==> src/hw/rtl/b64enc_pkg.sv <==
// Package for the Base64 stream encoder: transaction payload types, the
// phase codes and the standard-alphabet character mapping.
// No dependencies.
package b64enc_pkg;

   localparam int unsigned CharWidth  = 7;
   localparam int unsigned MaxChars   = 4;
   localparam int unsigned CountWidth = $clog2(MaxChars + 1);

   localparam logic [CharWidth-1:0] PAD_CHAR   = 7'h3D;
   localparam logic [CharWidth-1:0] PLUS_CHAR  = 7'h2B;
   localparam logic [CharWidth-1:0] SLASH_CHAR = 7'h2F;

   typedef struct packed {
      logic [7:0] data_byte;
      logic       final_byte;
   } req_data_type;

   typedef struct packed {
      logic [CharWidth-1:0] out_char;
      logic                 end_of_text;
   } rsp_data_type;

   // byte position within the current three-byte group
   typedef enum logic [1:0] {
      PH_FIRST  = 2'd0,
      PH_SECOND = 2'd1,
      PH_THIRD  = 2'd2
   } phase_type;

   function automatic logic [CharWidth-1:0] b64_char(input logic [5:0] v);
      logic [CharWidth-1:0] ch;
      if (v < 6'd26) begin
         ch = 7'h41 + {1'b0, v};
      end else if (v < 6'd52) begin
         ch = 7'h61 + {1'b0, v - 6'd26};
      end else if (v < 6'd62) begin
         ch = 7'h30 + {1'b0, v - 6'd52};
      end else if (v == 6'd62) begin
         ch = PLUS_CHAR;
      end else begin
         ch = SLASH_CHAR;
      end
      return ch;
   endfunction

endpackage

==> src/hw/rtl/base64_stream_encoder_top.sv <==
// Base64 stream encoder top level: one byte per request transaction, one
// character per response transaction. Depends on b64enc_pkg.
//
//   Channel | Ports                          | Direction | Carries
//   --------+--------------------------------+-----------+---------------------------
//   req     | req_valid, req_ready, req_data | in        | data_byte, final_byte
//   rsp     | rsp_valid, rsp_ready, rsp_data | out       | out_char, end_of_text
//   csr     | csr_valid, csr_ready, csr_data | in        | emit_padding (always ready)
//
// A byte is encoded in the cycle it is accepted into a four-entry character
// buffer; its characters then pass through the output register to rsp.
// The rsp port moves one character per cycle while rsp_ready is held high; a
// byte produces 1 to 4 characters, and the next byte is taken in the cycle the
// last buffered character moves into the output register.
// Synchronous reset clears phase, leftover bits and buffer, and sets
// emit_padding to 1. A stall on rsp holds the output register and the buffered
// characters, and req_ready stays low while characters wait in the buffer.
module base64_stream_encoder_top (
   input  logic                      clock,
   input  logic                      reset,
   input  logic                      req_valid,
   output logic                      req_ready,
   input  b64enc_pkg::req_data_type  req_data,
   output logic                      rsp_valid,
   input  logic                      rsp_ready,
   output b64enc_pkg::rsp_data_type  rsp_data,
   input  logic                      csr_valid,
   output logic                      csr_ready,
   input  logic                      csr_data
);
   import b64enc_pkg::*;

   logic                  pad_en_ff, pad_en_in;
   phase_type             phase_ff, phase_in;
   logic [3:0]            left_ff, left_in;
   rsp_data_type          buf_ff [MaxChars];
   rsp_data_type          buf_in [MaxChars];
   logic [CountWidth-1:0] count_ff, count_in;
   logic                  rsp_valid_ff, rsp_valid_in;
   rsp_data_type          rsp_data_ff, rsp_data_in;

   rsp_data_type          enc [MaxChars];
   logic [CountWidth-1:0] enc_count;
   logic                  pop;
   logic                  req_fire;

   // move the head of the buffer into the output register when it is free
   assign pop       = (count_ff != '0) && (!rsp_valid_ff || rsp_ready);
   assign req_ready = (count_ff == '0) || ((count_ff == CountWidth'(1)) && pop);
   assign req_fire  = req_valid && req_ready;
   assign csr_ready = 1'b1;
   assign rsp_valid = rsp_valid_ff;
   assign rsp_data  = rsp_data_ff;

   // encode one byte into up to four characters
   always_comb begin
      logic [7:0] b;
      logic       fin;
      b         = req_data.data_byte;
      fin       = req_data.final_byte;
      phase_in  = phase_ff;
      left_in   = left_ff;
      enc_count = '0;
      for (int i = 0; i < MaxChars; i++) begin
         enc[i] = '{out_char: PAD_CHAR, end_of_text: 1'b0};
      end
      case (phase_ff)
         PH_SECOND: begin
            enc[0].out_char = b64_char({left_ff[1:0], b[7:4]});
            if (fin) begin
               enc[1].out_char    = b64_char({b[3:0], 2'b00});
               enc[1].end_of_text = !pad_en_ff;
               enc[2].end_of_text = 1'b1;
               enc_count          = pad_en_ff ? CountWidth'(3) : CountWidth'(2);
               phase_in           = PH_FIRST;
               left_in            = '0;
            end else begin
               enc_count = CountWidth'(1);
               phase_in  = PH_THIRD;
               left_in   = b[3:0];
            end
         end
         PH_THIRD: begin
            enc[0].out_char    = b64_char({left_ff, b[7:6]});
            enc[1].out_char    = b64_char(b[5:0]);
            enc[1].end_of_text = fin;
            enc_count          = CountWidth'(2);
            phase_in           = PH_FIRST;
            left_in            = '0;
         end
         default: begin
            // first byte of a group; the unused code falls here too
            enc[0].out_char = b64_char(b[7:2]);
            if (fin) begin
               enc[1].out_char    = b64_char({b[1:0], 4'b0000});
               enc[1].end_of_text = !pad_en_ff;
               enc[3].end_of_text = 1'b1;
               enc_count          = pad_en_ff ? CountWidth'(4) : CountWidth'(2);
               phase_in           = PH_FIRST;
               left_in            = '0;
            end else begin
               enc_count = CountWidth'(1);
               phase_in  = PH_SECOND;
               left_in   = {2'b00, b[1:0]};
            end
         end
      endcase
   end

   always_comb begin
      pad_en_in    = csr_valid ? csr_data : pad_en_ff;
      count_in     = count_ff;
      rsp_data_in  = rsp_data_ff;
      rsp_valid_in = rsp_valid_ff;
      for (int i = 0; i < MaxChars; i++) begin
         buf_in[i] = buf_ff[i];
      end
      if (pop) begin
         rsp_data_in  = buf_ff[0];
         rsp_valid_in = 1'b1;
         count_in     = count_ff - CountWidth'(1);
         for (int i = 0; i < MaxChars - 1; i++) begin
            buf_in[i] = buf_ff[i+1];
         end
      end else if (rsp_ready) begin
         rsp_valid_in = 1'b0;
      end
      // accepted only when the buffer is empty or empties this cycle: overwrite it
      if (req_fire) begin
         count_in = enc_count;
         for (int i = 0; i < MaxChars; i++) begin
            buf_in[i] = enc[i];
         end
      end
   end

   always_ff @(posedge clock) begin
      if (reset) begin
         pad_en_ff    <= 1'b1;
         phase_ff     <= PH_FIRST;
         left_ff      <= '0;
         count_ff     <= '0;
         rsp_valid_ff <= 1'b0;
      end else begin
         pad_en_ff    <= pad_en_in;
         rsp_valid_ff <= rsp_valid_in;
         count_ff     <= count_in;
         if (req_fire) begin
            phase_ff <= phase_in;
            left_ff  <= left_in;
         end
      end
   end

   always_ff @(posedge clock) begin
      rsp_data_ff <= rsp_data_in;
      for (int i = 0; i < MaxChars; i++) begin
         buf_ff[i] <= buf_in[i];
      end
   end

   a_count_range: assert property (@(posedge clock) disable iff (reset)
      count_ff <= CountWidth'(MaxChars))
      else $error("character buffer count out of range");

   a_phase_code: assert property (@(posedge clock) disable iff (reset)
      phase_ff != 2'd3)
      else $error("phase reached unused code");

   a_accept_fills: assert property (@(posedge clock) disable iff (reset)
      req_fire |=> count_ff != '0)
      else $error("accepted byte left no characters");

   a_pop_shows: assert property (@(posedge clock) disable iff (reset)
      pop |=> rsp_valid_ff)
      else $error("popped character not presented");

   a_end_idle: assert property (@(posedge clock) disable iff (reset)
      rsp_valid_ff && rsp_data_ff.end_of_text && (count_ff == '0)
         |-> (phase_ff == PH_FIRST) && (left_ff == '0))
      else $error("message ended without returning to idle");

endmodule
==> config.mk <==
export PLATFORM = sky130hd
export DESIGN_NAME = base64_stream_encoder_top
export DESIGN_NICKNAME = d
export VERILOG_FILES = /design/src/hw/rtl/b64enc_pkg.sv /design/src/hw/rtl/base64_stream_encoder_top.sv
export SDC_FILE = /design/constraint.sdc
export NUM_CORES = 1
export LEC_CHECK = 0
export ABC_AREA = 0
export BUFFER_PORTS_ARGS = -buffer_cell sky130_fd_sc_hd__buf_2
export CORE_MARGIN = 10
export CORE_UTILIZATION = 35
export CTS_BUF_LIST = sky130_fd_sc_hd__clkbuf_4 sky130_fd_sc_hd__clkbuf_8
export DETAILED_ROUTE_END_ITERATION = 8
export HOLD_SLACK_MARGIN = 0.08
export PLACE_DENSITY = 0.61
export SLEW_MARGIN = 30
export SYNTH_ARGS = -nofsm -noshare
export SYNTH_HDL_FRONTEND = slang
export SYNTH_SLANG_ARGS = --single-unit
==> constraint.sdc <==
create_clock -name clock -period 4.3 [get_ports clock]
set_input_delay 0.645 -clock clock [delete_from_list [all_inputs] [get_ports clock]]
set_output_delay 0.645 -clock clock [all_outputs]
set_load 0.02 [all_outputs]
==> metrics.yaml, run 1 <==
fin_cells: 607
nNetsFinal: 527
dp_cells: 599
p_switching_uw: 788
fin_crit_ns: 3.02
grt_max_degree: 22
clock_latency_ns: 0.29
drt_iter0_markers: 301
rr_startpoint: "left_ff[0]$_SDFFE_PP0P_"
final_layout_size_suffix_gt1_share_pct: 8.99
drtAntennaViolNets: 0
finalSetupViolations: 0
final_core_util_pct: 38.6
criticalPathCategory: "flop to flop"
vias: 3387
pin_count: 26
finalSetupTns_ns: 0
cp_num_cells: 8
crit_path_end_kind: "flop"
wl_per_cell_um: 16.8
grt_overflow: 0
synth_ff_type: "edfxtp_1"
path_clk_slew_ns: 0.08
crit_path_top_delay_cell: "dfxtp_1"
multi_input_area_mm2: 0.00262
drt-vias-per-instance: 5.58
cts-htree-levels: 2
start_util_pct: 35.5
peakVddDrop_mv: 0.264
cts_root_buffer: "clkbuf_8"
nFillCells: 1155
wl_um: 10200
max_freq_ghz: 0.331
crit_family: "compound AO/OA/AOI/OAI gates"
syn_inst: 462
dieArea_mm2: 0.0155
rsz0062_at_grt: "no"
synthDistinctLibCells: 59
synth-edff-count: 25
grtUsageTotal_pct: 12.7
area.growth.synth_to_final_pct: 8.55
async_reset_ff_share_pct: 0
cts.sinks: 37
maxSlewViolCount: 0
postCtsHoldBufs: 0
cts_buffer_depth: 2
switching_share_pct: 40.7
critPathBufInv: 1
syn_area_mm2: 0.00382
cts_buffers: 5
pwr-share-clk_pct: 18.9
design.core.area_mm2: 0.0107
post_cts_buffers: 0
crit_chain: "inv_1 > ha_1 > a21o_1 > and2_4 > or4_4 > a211oi_2 > o21ai_1 > o221a_1"
reg2reg_depth: 8
die_h_um: 124
num_rows: 38
path_max_fanout: 11
cts_resized: 0
clock_skew_ns: 0.00314
drc: 0
intPower_uw: 1150
regArea_um2: 991
seqPwrFrac_pct: 34.9
n_antenna_cell: 0
max_slew_margin_pct: 45.1
comb_power_share_pct: 46.2
die_x_um: 124
leakagePower_uw: 0.00168
worst_pin_slew_ns: 0.824
synth_nets: 523
hold_viol_final: 0
cp.arrival_ns: 3.06
min_path_type: "flop to flop"
synth-seq-cells: 37
fin_crit_sh_pct: 70.2
cp_data_required_time_ns: 4.34
holdCritStartpoint: "buf_ff[0][6]$_DFFE_PP_"
tritoncts: "yes"
final.setup.worst_slack_ns: 1.28
first_global_vias: 3258
portBuffers: 24
antenna_found_initial: 0
avgSynthCellArea_um2: 8.26
slowest_delay_ns: 0.67
hpwl_um: 7810
holdPathStages: 0
status: "finished clean"
cap_violations: 0
yosysWarnings: 0
place_congestion: 0.888
power_density_mw_per_mm2: 467
first_pass_iters: 5
critPathLaunch: "left_ff[0]$_SDFFE_PP0P_"
pre_cts_ws_ns: 1.16
holdWs_ns: 0.421
grt_pass1_wl_um: 16800
cp-start-kind: "flop"
seq_area_frac_synth_pct: 26.0
-- cells in the final DEF, fill, tap and decap left out, drive strengths merged, types with 3 or more instances in the layout --
cell     n
a211o    5
a211oi  10
a21o    11
a21oi   43
a221o    4
a221oi   4
a31oi    7
a32o     3
buf     26
clkbuf   5
dfxtp   12
edfxtp  25
ha      46
inv     24
mux2i    4
nand2   49
nand2b   8
nand3   16
nand3b   3
nand4    5
nor2    27
nor2b   11
nor3     4
nor3b    7
o211ai   4
o21ai   23
o311ai   3
o31ai    3
xnor2   26
xor2    20
-- stage by stage --
stage | area (µm²) | power [µW]
finish | 4140 | 1940
global route | 4140 | 2070
CTS | 4140 | 1940
detailed placement | 4010 | 1580
global placement | 4010 | 1560
floorplan | 3820 | 1310
-- per-layer routing --
layer	vias up	GRT usage, %	share of wire, %
li1	1676	-	-
met1	1578	17.2	46
met2	120	20.3	46
met3	13	1.62	5.8
met4	0	4.18	2.2
met5	-	0	0
-- worst register-to-register path, stage by stage (launching register included) --
cell and delay, ns:
dfxtp_1 0.67, inv_1 0.27, ha_1 0.26, a21o_1 0.24, and2_4 0.19, or4_4 0.53, a211oi_2 0.25, o21ai_1 0.10
o221a_1 0.26
-- final timing paths --
path / endpoint / slack (ns)
worst max register to register: buf_ff[0][6]$_DFFE_PP_ / 1.28
worst min register to register: rsp_data[6]$_DFFE_PP_ / 0.42
worst min-delay path: rsp_data[6]$_DFFE_PP_ / 0.42
worst max-delay path: buf_ff[0][6]$_DFFE_PP_ / 1.28
-- synthesized netlist by cell type (2+ instances only) --
cell      number  area, µm²
o21ai_0       22        110
a221o_1        4       40.0
clkbuf_1      24       90.1
o311ai_0       3       26.3
dfxtp_1       12        240
a32o_1         3       30.0
nor3b_1        7       52.6
nand2b_1       8       50.1
buf_1          2       7.51
o211ai_1       4       30.0
nor3_1         4       20.0
nor2b_1       11       68.8
a211o_1        5       43.8
edfxtp_1      25        751
nand3_1       16       80.1
xor2_1        20        175
a21o_1        11       82.6
o32ai_1        2       17.5
a21oi_1       43        215
nand4_1        5       31.3
ha_1          46        576
nor2_1        27        101
nand2_1       49        184
inv_1         22       82.6
a31o_2         2       17.5
nand3b_1       3       22.5
o22ai_1        2       12.5
o221ai_1       2       17.5
xnor2_1       26        228
o31ai_1        3       22.5
a221oi_1       4       35.0
mux2i_1        4       40.0
a211oi_1       9       67.6
a31oi_1        7       43.8
-- cell type report --
type / instances / area share (%)
multi-input combinational: 373 / 63.2
sequential: 37 / 23.9
tap: 140 / 4.23
timing repair buffer: 26 / 3.26
inverter: 23 / 2.08
clock buffer: 5 / 1.66
clock inverter: 3 / 1.66
-- state kept, by name, indices dropped and copies added, names as in the netlist --
register,cells
buf_ff,18
count_ff,3
left_ff,4
pad_en_ff,1
phase_ff,2
rsp_data,8
rsp_valid,1
-- cell families (layout without fill, tap and decap cells) --
logic type	count (synthesis)	after routing	share of synthesized area (%)
other	1	1	0.0982
buffers and inverters	52	57	5.44
AND/OR/NAND/NOR	138	138	17.7
flip-flops	37	37	26.0
multiplexers	4	4	1.05
adder cells (fa/ha/maj)	46	46	15.1
XOR/XNOR	46	46	10.6
AO/OA/AOI/OAI	138	138	24.1
-- power by group through the flow --
stage	registers [µW]	logic [µW]	clock network (µW)
finish	675	894	367
detailed placement	684	892	0
floorplan	716	590	0
global route	694	987	390
global placement	678	878	0
CTS	676	895	372
Power figures use the tool's default switching activity.
==> run 2, diff against run 1 <==
- clock period: 4.3 -> 3.1 ns (I/O delays scaled with it)
==> metrics.yaml, run 2 (synthesis results as in run 1) <==
final.setup.worst_slack_ns: 0.417  # -0.865 ns
die_x_um: 124  # unchanged
max_slew_margin_pct: 57.2  # +12 points
cp-start-kind: "flop"
holdCritStartpoint: "csr_data"
min_to: "pad_en_ff$_SDFFE_PP1P_"
final_layout_size_suffix_gt1_share_pct: 10.3  # +1.3 points
drt_iter0_markers: 209  # -31%
n_antenna_cell: 0  # unchanged
reg2reg_depth: 8  # unchanged
place_congestion: 0.873  # -1.7%
pre_cts_ws_ns: 0.242  # -0.918 ns
drc: 0  # unchanged
cts.sinks: 37  # unchanged
path_clk_slew_ns: 0.08  # about the same
grtUsageMet2_pct: 21.4  # +1.2 points
busiest_layer: "met2"
finalSetupTns_ns: 0  # unchanged
grt_util_met3_pct: 1.57  # -0.043 points
antenna_found_initial: 0  # unchanged
tritoncts: "yes"
grtUsageTotal_pct: 13.1  # +0.39 points
vias: 3395  # +0.24%
clock_skew_ns: 0.00852  # +0.00538 ns
portBuffers: 24  # unchanged
holdPathStages: 2  # +2
nNetsFinal: 534  # +1.3%
nFillCells: 1147  # -0.69%
path_max_fanout: 9  # -2
rsz0062_at_grt: "no"
hpwl_um: 7930  # +1.6%
grt_use_met1_pct: 17.4  # +0.20 points
largest_register_ffs: 18  # unchanged
max_freq_ghz: 0.373  # +13%
die_h_um: 124  # unchanged
fin_crit_sh_pct: 86.5  # +16 points
fin_crit_ns: 2.68  # -0.335 ns
ff2ff_setup_slack_ns: 0.42  # -0.86 ns
power_density_mw_per_mm2: 612  # +31%
cts_resized: 0  # unchanged
min_path_type: "input pin to flop"
clock_latency_ns: 0.29  # about the same
fin_cells: 614  # +1.2%
holdWs_ns: 0.382  # -0.0395 ns
num_rows: 38  # unchanged
leakagePower_uw: 0.00169  # +0.87%
crit_path_end_kind: "flop"
area.growth.synth_to_final_pct: 8.72
top_register: "buf_ff"
cts_root_buffer: "clkbuf_8"
drtAntennaViolNets: 0  # unchanged
worst_pin_slew_ns: 0.641  # -0.183 ns
cts-htree-levels: 2  # unchanged
dieArea_mm2: 0.0155  # unchanged
design.core.area_mm2: 0.0107  # unchanged
start_util_pct: 35.5  # unchanged
grt_overflow: 0  # unchanged
wl_per_cell_um: 17.1  # +1.8%
grt_pass1_wl_um: 17500  # +4.5%
post_cts_buffers: 0  # unchanged
maxSlewViolCount: 0  # unchanged
peakVddDrop_mv: 0.335  # +27%
postCtsHoldBufs: 0  # unchanged
drt-vias-per-instance: 5.53  # -0.91%
cts_buffer_depth: 2  # unchanged
final_common_cell: "nand2_1"
first_global_vias: 3370  # +3.4%
pin_count: 26  # unchanged
wl_um: 10500  # +3.0%
layout_common_cells: "49 x nand2_1, 46 x ha_1, 43 x a21oi_1"
rr_startpoint: "left_ff[0]$_SDFFE_PP0P_"
r2r_end: "buf_ff[0][6]$_DFFE_PP_"
criticalPathCategory: "flop to flop"
finalSetupViolations: 0  # unchanged
cp_data_required_time_ns: 3.16  # -1.18 ns
dp_cells: 606  # +1.2%
cts_buffers: 5  # unchanged
status: "finished clean"
cap_violations: 0  # unchanged
cp.arrival_ns: 2.74  # -0.32 ns
grt_max_degree: 22  # unchanged
first_pass_iters: 4  # -1
hold_viol_final: 0  # unchanged
-- run 2: cell types whose count changed in the layout (fill, tap and decap cells not counted), sizes merged --
| cell | before | now |
|---|---|---|
| buf | 26 | 33 |
| clkinv | 0 | 3 |
| bufinv | 2 | 0 |
| inv | 24 | 23 |
-- run 2: worst max path at each step --
stage                                       start                endpoint  slack (ns)
final                     left_ff[0]$_SDFFE_PP0P_  buf_ff[0][6]$_DFFE_PP_        0.42
after global routing      left_ff[0]$_SDFFE_PP0P_  buf_ff[0][6]$_DFFE_PP_        0.34
after CTS                 left_ff[0]$_SDFFE_PP0P_  buf_ff[0][6]$_DFFE_PP_        0.41
after detailed placement              req_data[7]  buf_ff[0][2]$_DFFE_PP_        0.24
after global placement                req_data[8]  buf_ff[0][7]$_DFFE_PP_        0.28
after floorplan           left_ff[0]$_SDFFE_PP0P_  buf_ff[0][6]$_DFFE_PP_        0.44
-- run 2: final cells by class --
| type | count | area (µm²) | area share [%] |
|---|---|---|---|
| clock inverters | 3 | 22.5 | 0.543 |
| repair buffers | 33 | 188 | 4.52 |
| multi-input cells | 373 | 2620 | 63.1 |
| inverters | 23 | 86.3 | 2.08 |
| clock buffers | 5 | 68.8 | 1.66 |
| well taps | 140 | 175 | 4.22 |
| flip-flops and latches | 37 | 991 | 23.9 |
-- run 2: report_power, final --
part	switching [µW]	internal [µW]
clock	180	159
sequential	74.6	854
combinational	838	434
-- run 2: layer usage --
metal,wire length [µm],up-vias
met5,0,-
met4,216,0
met3,477,15
met2,4900,92
met1,4920,1608
li1,-,1680
-- run 2: worst max-delay path, stage by stage (launching register included) --
cell and delay, ns:
dfxtp_1 0.35, buf_4 0.19, ha_1 0.29, a21o_1 0.26, and2_4 0.20, or4_4 0.53
a211oi_2 0.29, o21ai_1 0.10, o221a_1 0.24
-- run 2: per-stage QoR --
step	power, µW	util, %	cell area [µm²]
detailed placement	2210	37.8	4060
CTS	2550	38.6	4150
floorplan	1810	-	3820
global route	2730	38.6	4150
global placement	2180	37.8	4060
finish	2540	38.6	4150
